File: config.mk
export PLATFORM = sky130hd
export DESIGN_NAME = grid_level_stride_planner
export DESIGN_NICKNAME = d
export VERILOG_FILES = /design/src/sv/gls_pkg.sv /design/src/sv/gls_cfg.sv /design/src/sv/gls_div.sv /design/src/sv/grid_level_stride_planner.sv
export SDC_FILE = /design/constraint.sdc
export NUM_CORES = 2
export LEC_CHECK = 0
export BUFFER_PORTS_ARGS = -buffer_cell sky130_fd_sc_hd__buf_2
export CORE_MARGIN = 5
export CORE_UTILIZATION = 60
export DETAILED_ROUTE_END_ITERATION = 12
export PLACE_DENSITY = 0.91
export SYNTH_ARGS = -nofsm -noshare
export SYNTH_HDL_FRONTEND = slang
export SYNTH_SLANG_ARGS = --single-unit
File: constraint.sdc
create_clock -name aclk -period 19.6 [get_ports aclk]
set_input_delay 1.96 -clock aclk [delete_from_list [all_inputs] [get_ports aclk]]
set_output_delay 1.96 -clock aclk [all_outputs]
set_load 0.01 [all_outputs]
File: src/sv/gls_pkg.sv
package gls_pkg;

    localparam int GLS_COORD_BITS = 16;
    localparam int GLS_MAX_STEPS  = 64;

    localparam int RATE_W   = 5;
    localparam int HEIGHT_W = 6;
    localparam int DLOG_W   = 3;
    localparam int HD_W     = HEIGHT_W + DLOG_W;

    localparam int RES_W     = 17;
    localparam int STRIDE_W  = 21;
    localparam int HI_W      = 17;
    localparam int M_DATA_W  = ((3 * STRIDE_W + 3 * HI_W + 7) / 8) * 8;

    localparam int CFG_IDX_W  = 2;
    localparam int CFG_DATA_W = 6;

    localparam logic [CFG_IDX_W-1:0] REG_SPLIT_RATE  = 2'd0;
    localparam logic [CFG_IDX_W-1:0] REG_TREE_HEIGHT = 2'd1;
    localparam logic [CFG_IDX_W-1:0] REG_DEGREE_LOG2 = 2'd2;

    localparam logic [RATE_W-1:0]   RATE_RESET   = 5'd2;
    localparam logic [HEIGHT_W-1:0] HEIGHT_RESET = 6'd0;
    localparam logic [DLOG_W-1:0]   DLOG_RESET   = 3'd1;
    localparam logic [RATE_W-1:0]   RATE_MIN     = 5'd2;

    localparam logic [RES_W-1:0]    FULL_RES   = 17'd65536;
    localparam logic [STRIDE_W-1:0] STRIDE_MAX = 21'h1FFFFF;

    typedef struct packed {
        logic [RATE_W-1:0]   rate;
        logic [HEIGHT_W-1:0] height;
        logic [DLOG_W-1:0]   dlog;
    } cfg_t;

endpackage

File: src/sv/gls_cfg.sv
module gls_cfg (
    input  logic                              aclk,
    input  logic                              aresetn,
    input  logic                              cfg_valid,
    output logic                              cfg_ready,
    input  logic [gls_pkg::CFG_IDX_W-1:0]     cfg_index,
    input  logic [gls_pkg::CFG_DATA_W-1:0]    cfg_data,
    output gls_pkg::cfg_t                     cfg
);
    import gls_pkg::*;

    logic [RATE_W-1:0]   rate_reg;
    logic [HEIGHT_W-1:0] height_reg;
    logic [DLOG_W-1:0]   dlog_reg;

    assign cfg_ready = 1'b1;

    always_ff @(posedge aclk) begin
        if (!aresetn) begin
            rate_reg   <= RATE_RESET;
            height_reg <= HEIGHT_RESET;
            dlog_reg   <= DLOG_RESET;
        end else if (cfg_valid) begin
            case (cfg_index)
                REG_SPLIT_RATE:  rate_reg   <= cfg_data[RATE_W-1:0];
                REG_TREE_HEIGHT: height_reg <= cfg_data[HEIGHT_W-1:0];
                REG_DEGREE_LOG2: dlog_reg   <= cfg_data[DLOG_W-1:0];
                default: ;
            endcase
        end
    end

    // Rates of zero and one behave as two.
    assign cfg.rate   = (rate_reg < RATE_MIN) ? RATE_MIN : rate_reg;
    assign cfg.height = height_reg;
    assign cfg.dlog   = dlog_reg;

endmodule

File: src/sv/gls_div.sv
module gls_div #(
    parameter int DW = 17,
    parameter int SW = 21
) (
    input  logic          aclk,
    input  logic          aresetn,
    input  logic          start,
    input  logic [DW-1:0] dividend,
    input  logic [SW-1:0] divisor,
    output logic          done,
    output logic [DW-1:0] quot,
    output logic [SW-1:0] rem
);
    localparam int CW = $clog2(DW + 1);

    logic          busy_reg, busy_next;
    logic          done_reg, done_next;
    logic [CW-1:0] cnt_reg, cnt_next;
    logic [DW-1:0] quo_reg, quo_next;
    logic [SW-1:0] rem_reg, rem_next;
    logic [SW-1:0] div_reg, div_next;
    logic [SW:0]   trial;
    logic [SW:0]   diff;
    logic          ge;

    assign trial = {rem_reg, quo_reg[DW-1]};
    assign diff  = trial - {1'b0, div_reg};
    assign ge    = (trial >= {1'b0, div_reg});

    always_comb begin
        busy_next = busy_reg;
        done_next = 1'b0;
        cnt_next  = cnt_reg;
        quo_next  = quo_reg;
        rem_next  = rem_reg;
        div_next  = div_reg;
        if (start) begin
            busy_next = 1'b1;
            cnt_next  = CW'(DW);
            quo_next  = dividend;
            rem_next  = '0;
            div_next  = divisor;
        end else if (busy_reg) begin
            quo_next = {quo_reg[DW-2:0], ge};
            rem_next = ge ? diff[SW-1:0] : trial[SW-1:0];
            cnt_next = cnt_reg - 1'b1;
            if (cnt_reg == CW'(1)) begin
                busy_next = 1'b0;
                done_next = 1'b1;
            end
        end
    end

    always_ff @(posedge aclk) begin
        if (!aresetn) begin
            busy_reg <= 1'b0;
            done_reg <= 1'b0;
            cnt_reg  <= '0;
        end else begin
            busy_reg <= busy_next;
            done_reg <= done_next;
            cnt_reg  <= cnt_next;
        end
        quo_reg <= quo_next;
        rem_reg <= rem_next;
        div_reg <= div_next;
    end

    assign done = done_reg;
    assign quot = quo_reg;
    assign rem  = rem_reg;

endmodule

File: src/sv/grid_level_stride_planner.sv
// One word in gives one word out. The block works on one extent at a time and
// holds s_tready low while it does. All division runs on a single bit-serial
// restoring divider that retires one quotient bit per cycle. Each split on the
// path takes one division, and the three strided upper bounds take one more
// division each. At most MAX_STEPS splits are taken, and never more than the
// axes allow. A finished word waits in the output register, and the next word
// is accepted while it waits. Configuration writes are taken in every cycle and
// are meant for when the block is idle.
module grid_level_stride_planner #(
    parameter int COORD_BITS = gls_pkg::GLS_COORD_BITS,
    parameter int MAX_STEPS  = gls_pkg::GLS_MAX_STEPS
) (
    input  logic                                        aclk,
    input  logic                                        aresetn,
    // Fields from bit 0: x_lo, x_hi, y_lo, y_hi, z_lo, z_hi, resolution.
    input  logic [((6*COORD_BITS+17+7)/8)*8-1:0]        s_tdata,
    input  logic                                        s_tvalid,
    output logic                                        s_tready,
    // Fields from bit 0: x_stride, y_stride, z_stride, x_strided_hi,
    // y_strided_hi, z_strided_hi.
    output logic [gls_pkg::M_DATA_W-1:0]                m_tdata,
    output logic                                        m_tvalid,
    input  logic                                        m_tready,
    input  logic                                        cfg_valid,
    output logic                                        cfg_ready,
    input  logic [gls_pkg::CFG_IDX_W-1:0]               cfg_index,
    input  logic [gls_pkg::CFG_DATA_W-1:0]              cfg_data
);
    import gls_pkg::*;

    localparam int CB  = COORD_BITS;
    localparam int DW  = CB + 1;
    localparam int SZW = CB + 2;
    localparam int TW  = (SZW > HI_W) ? SZW : HI_W;
    localparam int SCW = $clog2(MAX_STEPS + 1);
    localparam int PW  = HD_W + RES_W + 1;

    localparam logic [2:0] ST_IDLE   = 3'd0;
    localparam logic [2:0] ST_STOP   = 3'd1;
    localparam logic [2:0] ST_PICK   = 3'd2;
    localparam logic [2:0] ST_SPLIT  = 3'd3;
    localparam logic [2:0] ST_FIN    = 3'd4;
    localparam logic [2:0] ST_FWAIT  = 3'd5;
    localparam logic [2:0] ST_OUT    = 3'd6;

    localparam logic [1:0] AX_X = 2'd0;
    localparam logic [1:0] AX_Y = 2'd1;
    localparam logic [1:0] AX_Z = 2'd2;

    cfg_t cfg;

    logic [2:0]                  state_reg;
    logic signed [CB-1:0]        lo_reg [3];
    logic signed [CB-1:0]        hi_reg [3];
    logic signed [DW-1:0]        dim_reg [3];
    logic [STRIDE_W-1:0]         stride_reg [3];
    logic [HI_W-1:0]             shi_reg [3];
    logic [RES_W-1:0]            res_reg;
    logic [HD_W-1:0]             hd_reg;
    logic [SCW-1:0]              stop_reg;
    logic [SCW-1:0]              step_reg;
    logic [1:0]                  pick_reg;
    logic [1:0]                  ax_reg;
    logic                        neg_reg;
    logic [M_DATA_W-1:0]         m_tdata_reg;
    logic                        m_tvalid_reg;

    logic                        s_accept;
    logic                        out_load;
    logic [RES_W-1:0]            res_in;
    logic [PW-1:0]               stop_full;
    logic [SCW-1:0]              stop_next;
    logic signed [DW-1:0]        rate_s;
    logic                        can_z, can_y, can_x, can_split;
    logic [1:0]                  pick_next;
    logic signed [SZW-1:0]       size_ax;
    logic [SZW-1:0]              mag_ax;
    logic                        div_start;
    logic [DW-1:0]               div_dividend;
    logic [STRIDE_W-1:0]         div_divisor;
    logic                        div_done;
    logic [DW-1:0]               div_quot;
    logic [STRIDE_W-1:0]         div_rem;
    logic [STRIDE_W+RATE_W-1:0]  stride_prod;
    logic [STRIDE_W-1:0]         stride_sat;
    logic signed [TW-1:0]        n_ax;
    logic signed [TW-1:0]        top_ax;

    gls_cfg u_cfg (
        .aclk      (aclk),
        .aresetn   (aresetn),
        .cfg_valid (cfg_valid),
        .cfg_ready (cfg_ready),
        .cfg_index (cfg_index),
        .cfg_data  (cfg_data),
        .cfg       (cfg)
    );

    gls_div #(
        .DW (DW),
        .SW (STRIDE_W)
    ) u_div (
        .aclk     (aclk),
        .aresetn  (aresetn),
        .start    (div_start),
        .dividend (div_dividend),
        .divisor  (div_divisor),
        .done     (div_done),
        .quot     (div_quot),
        .rem      (div_rem)
    );

    assign s_tready = (state_reg == ST_IDLE);
    assign s_accept = s_tvalid && s_tready;
    assign out_load = (state_reg == ST_OUT) && (!m_tvalid_reg || m_tready);

    assign res_in = s_tdata[6*CB +: RES_W];

    // Round half up of height * degree_log2 * (1 - resolution), capped.
    assign stop_full = PW'(hd_reg) * PW'(FULL_RES - res_reg) + PW'(32768);
    assign stop_next = (stop_full[PW-1:16] > (PW-16)'(MAX_STEPS)) ? SCW'(MAX_STEPS)
                                                               : stop_full[16 +: SCW];

    assign rate_s    = $signed(DW'(cfg.rate));
    assign can_z     = (dim_reg[2] >= dim_reg[1]) && (dim_reg[2] >= dim_reg[0])
                    && (dim_reg[2] >= rate_s);
    assign can_y     = (dim_reg[1] >= dim_reg[0]) && (dim_reg[1] >= rate_s);
    assign can_x     = (dim_reg[0] >= rate_s);
    assign can_split = (step_reg != stop_reg) && (can_z || can_y || can_x);
    assign pick_next = can_z ? AX_Z : (can_y ? AX_Y : AX_X);

    assign size_ax = SZW'(hi_reg[ax_reg]) - SZW'(lo_reg[ax_reg]) + SZW'(1);
    assign mag_ax  = size_ax[SZW-1] ? SZW'(-size_ax) : SZW'(size_ax);

    assign div_start    = ((state_reg == ST_PICK) && can_split) || (state_reg == ST_FIN);
    assign div_dividend = (state_reg == ST_FIN) ? mag_ax[DW-1:0]
                                                : $unsigned(dim_reg[pick_next]);
    assign div_divisor  = (state_reg == ST_FIN) ? stride_reg[ax_reg]
                                                : STRIDE_W'(cfg.rate);

    assign stride_prod = (STRIDE_W+RATE_W)'(stride_reg[pick_reg])
                       * (STRIDE_W+RATE_W)'(cfg.rate);
    assign stride_sat  = (stride_prod > (STRIDE_W+RATE_W)'(STRIDE_MAX))
                       ? STRIDE_MAX : stride_prod[STRIDE_W-1:0];

    assign n_ax   = neg_reg ? -$signed(TW'(div_quot))
                            : $signed(TW'(div_quot)) + TW'(div_rem != '0);
    assign top_ax = TW'(lo_reg[ax_reg]) + n_ax - TW'(1);

    always_ff @(posedge aclk) begin
        if (!aresetn) begin
            state_reg    <= ST_IDLE;
            m_tvalid_reg <= 1'b0;
        end else begin
            if (out_load) begin
                m_tvalid_reg <= 1'b1;
            end else if (m_tready) begin
                m_tvalid_reg <= 1'b0;
            end
            case (state_reg)
                ST_IDLE: begin
                    if (s_accept) begin
                        state_reg <= ST_STOP;
                    end
                end
                ST_STOP: state_reg <= ST_PICK;
                ST_PICK: state_reg <= can_split ? ST_SPLIT : ST_FIN;
                ST_SPLIT: begin
                    if (div_done) begin
                        state_reg <= ST_PICK;
                    end
                end
                ST_FIN: state_reg <= ST_FWAIT;
                ST_FWAIT: begin
                    if (div_done) begin
                        state_reg <= (ax_reg == AX_Z) ? ST_OUT : ST_FIN;
                    end
                end
                ST_OUT: begin
                    if (out_load) begin
                        state_reg <= ST_IDLE;
                    end
                end
                default: state_reg <= ST_IDLE;
            endcase
        end
    end

    always_ff @(posedge aclk) begin
        case (state_reg)
            ST_IDLE: begin
                if (s_accept) begin
                    for (int a = 0; a < 3; a++) begin
                        lo_reg[a]     <= $signed(s_tdata[2*a*CB +: CB]);
                        hi_reg[a]     <= $signed(s_tdata[(2*a+1)*CB +: CB]);
                        dim_reg[a]    <= DW'($signed(s_tdata[(2*a+1)*CB +: CB]))
                                       - DW'($signed(s_tdata[2*a*CB +: CB]));
                        stride_reg[a] <= STRIDE_W'(1);
                    end
                    res_reg <= (res_in > FULL_RES) ? FULL_RES : res_in;
                    hd_reg  <= HD_W'(cfg.height) * HD_W'(cfg.dlog);
                end
            end
            ST_STOP: begin
                stop_reg <= stop_next;
                step_reg <= '0;
            end
            ST_PICK: begin
                pick_reg <= pick_next;
                ax_reg   <= AX_X;
            end
            ST_SPLIT: begin
                if (div_done) begin
                    dim_reg[pick_reg]    <= $signed(div_quot) + DW'(div_rem != '0);
                    stride_reg[pick_reg] <= stride_sat;
                    step_reg             <= step_reg + 1'b1;
                end
            end
            ST_FIN: begin
                neg_reg <= size_ax[SZW-1];
            end
            ST_FWAIT: begin
                if (div_done) begin
                    shi_reg[ax_reg] <= top_ax[HI_W-1:0];
                    ax_reg          <= ax_reg + 1'b1;
                end
            end
            ST_OUT: begin
                if (out_load) begin
                    m_tdata_reg <= M_DATA_W'({shi_reg[2], shi_reg[1], shi_reg[0],
                                              stride_reg[2], stride_reg[1],
                                              stride_reg[0]});
                end
            end
            default: ;
        endcase
    end

    assign m_tdata  = m_tdata_reg;
    assign m_tvalid = m_tvalid_reg;

endmodule

After elaboration in Yosys (flattened, before gate mapping). Memory sizes are Yosys's and may differ from the RTL's. A register that Yosys moved wholly into a read port is not among the register bits. Cells that the tools add are included.

Memories kept: 5. Bits in writable memories: 261. Bits in registers: 129. Output and inout bits: 123. Word-level logic and storage cells: 152. Input port bits: 133.

Memory list: stride_reg (words 3, bits a word 21, rd ports 5, clocked after Yosys merged registers in 5, wr ports 3, RTL line grid_level_stride_planner.sv:56) `logic [STRIDE_W-1:0] stride_reg [3];`; dim_reg (words 3, bits a word 17, rd ports 4, clocked after Yosys merged registers in 0, wr ports 3, RTL line grid_level_stride_planner.sv:55) `logic signed [DW-1:0] dim_reg [3];`; shi_reg (words 3, bits a word 17, rd ports 3, clocked after Yosys merged registers in 3, wr ports 1, RTL line grid_level_stride_planner.sv:57) `logic [HI_W-1:0] shi_reg [3];`; hi_reg (words 3, bits a word 16, rd ports 1, clocked after Yosys merged registers in 1, wr ports 3, RTL line grid_level_stride_planner.sv:54) `logic signed [CB-1:0] hi_reg [3];`; lo_reg (words 3, bits a word 16, rd ports 1, clocked after Yosys merged registers in 1, wr ports 3, RTL line grid_level_stride_planner.sv:53) `logic signed [CB-1:0] lo_reg [3];`.

Equal/unequal tests: 15. Add/sub/neg operators: 17. Mux-type cells: 48. Reduce and logical (&&, ||, !) cells: 31. $mul: 3. Magnitude comparators: 11. Bitwise logic cells: 2.

Operator list (number): two-way mux 17 bit (6); subtractor 16 x 16 -> 17 bit (4); two-way mux 21 bit (3); >= comparator 17 bit (3); >= comparator 17 x 6 -> 1 bit (3); adder 17 x 1 -> 17 bit (2); negator 17 bit (2); adder 27 x 16 -> 27 bit, second input constant (1); multiplier 10 x 18 -> 27 bit (1); greater-than comparator 26 x 21 -> 1 bit, second input constant (1); multiplier 21 x 5 -> 26 bit (1); >= comparator 22 x 21 -> 1 bit (1); case mux 3 bit (7 select lines) (1); nonzero test 21 bit (1); OR reduction 21 bit (1); subtractor 21 bit (1); two-way mux 5 bit (4); adder 17 x 2 -> 18 bit, second input constant (1); two-way mux 2 bit (9); subtractor 17 x 17 -> 18 bit, first input constant (1); adder 16 x 17 -> 17 bit (1); greater-than comparator 17 bit, second input constant (1); two-way mux 1 bit (17); OR reduction 17 bit (1); other kinds (31) (60).

Longest topological paths before layout.
Word-level depth: 10. Gate-level depth with buffers: 26. Depth with buffers taken out: 25.

By module. Synthesis repeated with hierarchy kept, for this count alone.

Cells, all modules: 3628. Area total of the unflattened synthesis: 38530.7 um2.

Modules (own cells, without submodules): grid_level_stride_planner (cells an instance 3169, area an instance 34043.9 um2, sequential area each 13402.9 um2, times used 1); gls_div (cells an instance 395, area an instance 3876.2 um2, sequential area each 1701.6 um2, times used 1); gls_cfg (cells an instance 64, area an instance 610.6 um2, sequential area each 280.3 um2, times used 1).

Worst setup path after synthesis. OpenSTA, ideal clock, no wires.

Path type: input-to-reg. Start: in m_tready. End: reg m_tdata_reg[0], in the netlist m_tdata[0], read port of stride_reg (enable). Setup time: 0.588 ns. Path buffers: 0. Arrival time: 6.767 ns. Cell stages on the path: 2. Data required time: 19.012 ns. Setup slack: 12.245 ns. Path through: nor2b_1 > nor2_1.

Cells in the longest elaborated chain, start to end: 3.

Ends and longest elaborated chain: start, declared (RTL line grid_level_stride_planner.sv:23) `input logic m_tready,`; logical OR 1 bit (RTL line grid_level_stride_planner.sv:115) `assign out_load = (state_reg == ST_OUT) && (!m_tvalid_reg || m_tready);`; logical AND 1 bit (RTL line grid_level_stride_planner.sv:115); net out_load (RTL line grid_level_stride_planner.sv:69) `logic out_load;`; AND reduction 2 bit (no line); end, declared (RTL line grid_level_stride_planner.sv:65) `logic [M_DATA_W-1:0] m_tdata_reg;`.

The timed path passes the listed nets, and every way through them passes these cells. A chain may end at the register's enable or synchronous reset.

Worst setup path after layout.
Start: reg res_reg[6]. End: reg stop_reg[0], data pin.

Cells in the longest elaborated chain, start to end: 4.

Ends and longest elaborated chain: start, declared (RTL line grid_level_stride_planner.sv:58) `logic [RES_W-1:0] res_reg;`; start signal, assigned (RTL line grid_level_stride_planner.sv:200) `res_reg <= (res_in > FULL_RES) ? FULL_RES : res_in;`; subtractor 17 x 17 -> 18 bit * (RTL line grid_level_stride_planner.sv:120) `assign stop_full = PW'(hd_reg) * PW'(FULL_RES - res_reg) + PW'(32768);`; multiplier 10 x 18 -> 27 bit * (RTL line grid_level_stride_planner.sv:120); adder 27 x 16 -> 27 bit * (RTL line grid_level_stride_planner.sv:120); greater-than comparator 11 x 7 -> 1 bit (RTL line grid_level_stride_planner.sv:121) `assign stop_next = (stop_full[PW-1:16] > (PW-16)'(MAX_STEPS)) ? SCW'(MAX_STEPS)`; end signal, assigned (RTL line grid_level_stride_planner.sv:205) `stop_reg <= stop_next;`; end, declared (RTL line grid_level_stride_planner.sv:60) `logic [SCW-1:0] stop_reg;`.

Every way passes the cells marked *; elsewhere a longest branch is shown, timed or not.

==> run summary <==
The headroom to the max-slew limit is 0.1394. The share of layout cells above drive strength 1 is 0.1156. The TritonCTS clock tree is yes.

The post-route minimum period came out at between 8 and 9 ns. Yosys attributes the largest share of cell area to edfxtp_1, ha_1, fa_1, inv_1, mux2i_1. For this run, global-route usage on met1 was measured as 0.3708. The cell area after technology mapping is 0.03847 mm^2. The pin count of the biggest net entering global routing came out at 85. The height of the die is between 200 and 300 um. The number of buffers added for setup after CTS came out at 0. At the worst endpoint, the arrival time is roughly 8.4 ns. For this run, the number of standard cells in the final layout without fillers is roughly 4,700.

The buffer type at the clock tree root is clkbuf_16. The count of synthesis-stage warnings from yosys came out at 0. The proportion of power drawn by combinational gates came out at 0.536.

The combined global-route utilization of all metal layers is 0.2806. The post-detailed-route via-to-cell ratio is approximately 6.2. The top cell types in the final layout, fill and taps aside, are edfxtp_1, inv_1, ha_1, nand2_1, buf_2. The count of H-tree levels built during CTS is 2.

Of the post-synthesis cell area, the dominant cell type holds 0.3739. The count of nets left with antenna violations after detail routing came out at 0. Between clock sinks in the finished design, the worst skew comes to ~0.059 ns. Of the total power, the share spent switching nets is 0.4258. The detailed-router iteration count before antenna repair is 8. The first global-routing pass estimated between 150,000 and 200,000 um of wire. The post-DP HPWL came out at 72,320 um. The cell count along the critical path came out at 22.

The placed cell count came out at approximately 4,600. The initial antenna violation count was 4. Power spread over the standard cell area amounts to approximately 140 mW/mm^2. Adding up every negative setup slack in the final design gives 0 ns.

The worst setup path is captured at a register. The startpoint identified for the worst register-to-register timing path is res_reg[6]. The power spent charging and discharging nets came out at 2.442 mW. The part of the total power dissipated in the clock network came out at 0.196.

The post-synthesis async set-or-reset flop share is 0. The overflow left after global routing is 0. The delay of the slowest critical-path stage came out at roughly 0.64 ns. At the pin with the least slew margin, the transition time is around 1.3 ns. Of the synthesized area, sequential elements account for 0.3999.

The routed wirelength normalized by instance count came out at between 20 and 25 um. The core region is roughly 0.063 mm^2. The library cell used most frequently in the layout, excluding fill and tap cells, is edfxtp_1.

The startpoint identified for the worst hold timing path is shi_reg[0][14]. The maximum clock rate is ~0.12 GHz. The worst hold path belongs to the class reg -> reg. After clock tree synthesis, the repair step resized 0 gates. The final hold violation count came to 0. The final number of max-transition violations came out at 0. The worst-case vdd ir drop is 0.1785 mV.

Buffers inserted to repair hold after CTS numbered 0. The kind of start point of the critical path is a register. The flow ran to the end, and the final reports show no timing, DRC or antenna violations. The cell area after placement is 0.04039 mm^2. The share of the synthesized area in compound gates (AO/OA/AOI/OAI) came out at 0.09843. Setup repair after global routing left no endpoint under its margin. Among all flip-flop cells after synthesis, the most frequent one is edfxtp_1. The die width came out at 263.2 um. The area share of fa/ha/maj cells after synthesis came out at 0.2110. The count of standard-cell rows came out at slightly above 90. By area, the combinational part of the netlist is dominated by adder cells. The floorplan step defined a die boundary enclosing 0.06927 mm^2. In the global route stage, met2 resource usage came out at 0.4610. The count of cells along the worst register-to-register path came out at 22. The class of the most critical setup path is reg -> reg.

The launch point of the critical path is res_reg[6]. The max capacitance violation total is 0. The final worst slack is between 10 and 15 ns. Of the total power, registers draw 0.268.

The largest delay contributor family on the critical path is adder cells. The number of unique standard cell types used by synthesis is 83. The simple-gate share of the synthesized area came out at 0.1336. Traced cell by cell, the critical path runs through or4_1, nor3_1, nand2_1, xor2_1, nand2_1, fa_1, inv_1, fa_1, fa_1, fa_1, inv_1, fa_1, inv_1, ha_1, a21o_1, a211o_1, a2111oi_2, nor2_1, or3_1, a21oi_1, a41oi_1, nor4b_1. The post-synthesis mux area share came out at 0.05582. The effective utilization at floorplan came out at 0.6076. The post-synthesis average cell area came out at 10.64 um^2.

The insertion delay of the later-clocked pin in the worst-skew pair is 0.65 ns. The met3 layer usage reported by global route came out at 0.05117. The number of register bits inferred by synthesis is between 500 and 600. The critical path contains buffers and inverters numbering 3 combined. The post-layout net count is between 4,000 and 5,000.

The fraction of synthesized cell area in xor and xnor cells is 0.03939. The post-synthesis instance total is about 3,600. Along the worst path, the maximum fanout reaches 9. The clock transition at the registers of the reported paths is 0.07 ns. The count of clock tree sinks came out at around 530. The routability congestion estimate from global placement is 0.9863. The final wirelength came out at 99,520 um. The number of filler cells placed in the layout is ~4,300.

The global routing stage identified its most utilized layer as met2. The cell area after layout came out at about 0.042 mm^2. The number of setup violations in the final report is 0. The cell taking the most area after synthesis is edfxtp_1. The reg2reg setup slack is roughly 12 ns. The boundary pin count came out at between 200 and 300. Before CTS, the worst setup slack after placement is 11.77 ns.

The endpoint identified for the worst register-to-register timing path is stop_reg[0]. The relative area change from synthesis to final layout is 10.03%. The number of remaining DRC errors came out at 0.

The timing endpoint of the critical path is stop_reg[0]. The register with the most flip-flops in the layout has 114 of them. TritonCTS created between 50 and 60 clock buffers. The required time at the endpoint of the critical path is ~20 ns. The worst-case clock buffer depth came out at 3. The number of DRC violations after detailed-routing iteration 0 came out at ~3,600.

The leakage power total came out at roughly 18 nW. Cell internal power was estimated by the tool at about 3.3 mW. The count of port buffers added during placement is ~240.

The number of global-route vias before repair came out at about 30,000. Dividing the final minimum period by the clock period gives 0.4082. The cell with the biggest individual delay on the critical path is xor2_1.

In this design, the critical path's most frequently occurring cell is fa_1. The number of synthesized flops with an enable pin is between 400 and 500. The via count of the routed design is slightly below 30,000.
-- final cells by class --
class | instances | area [um^2] | share of cell area
multi-input cells | 2485 | 20770 | 0.4907
clock buffers | 58 | 1366 | 0.03228
well taps | 846 | 1059 | 0.02501
clock inverters | 40 | 564.3 | 0.01333
diodes | 3 | 7.507 | 0.0001774
flip-flops and latches | 529 | 15390 | 0.3637
repair buffers | 265 | 1386 | 0.03275
inverters | 474 | 1782 | 0.04210
-- worst reg2reg max path: cells and delay by family (launching register included) --
kind            cells  cell delay (ns)
flops               1             0.48
simple gates        7             2.31
fa+ha+maj           6             2.79
buf+inv             3             0.17
compound gates      5             1.41
xor+xnor            1             0.64
-- cell families after synthesis --
logic type / Yosys count
xor+xnor: 173
mux: 160
simple gates: 1022
fa+ha+maj: 528
flops: 529
other cells: 2
buf+inv: 608
compound gates: 595
-- power groups by stage --
stage	Clock, mW	Combinational, mW	Sequential, mW
2_1_floorplan	0	2.31	1.50
3_3_place_gp	0	2.82	1.55
3_5_place_dp	0	2.97	1.56
4_1_cts	1.13	3.02	1.53
5_1_grt	1.18	3.42	1.55
6_report	1.12	3.07	1.54
-- cells in the mapped netlist, drive strengths merged, types with 55 or more instances --
cell	number
edfxtp	479
fa	201
a21oi	163
o21ai	130
ha	327
nor2b	64
nor3	55
nor2	213
nand2	267
mux2i	102
xor2	72
xnor2	101
clkbuf	94
and2	156
nand3	70
a31oi	79
inv	474
-- metrics by stage --
| step | util | power (mW) | hold WS, ns |
|---|---|---|---|
| after floorplan | - | 3.811 | 0.4003 |
| after global placement | 0.6379 | 4.369 | 0.4001 |
| after detailed placement | 0.6379 | 4.524 | 0.4045 |
| after CTS | 0.6684 | 5.686 | 0.4184 |
| after global routing | 0.6685 | 6.145 | 0.4244 |
| final | 0.6685 | 5.737 | 0.4175 |
-- how the worst min path moves through the flow --
stage	depth (start not counted)	slack [ns]	endpoint
floorplan	0	0.40	m_tdata[100]
global placement	0	0.40	m_tdata[91]
detailed placement	0	0.40	m_tdata[67]
CTS	0	0.42	m_tdata[67]
global route	0	0.42	m_tdata[67]
finish	0	0.42	m_tdata[77]
-- per-layer routing --
| metal | part of all wire | vias up |
|---|---|---|
| met2 | 0.47 | 1732 |
| met4 | 0.049 | 2 |
| li1 | - | 13050 |
| met1 | 0.38 | 14150 |
| met3 | 0.098 | 368 |
| met5 | 0.000070 | - |
Note: power is estimated with default switching activity, not from simulation.
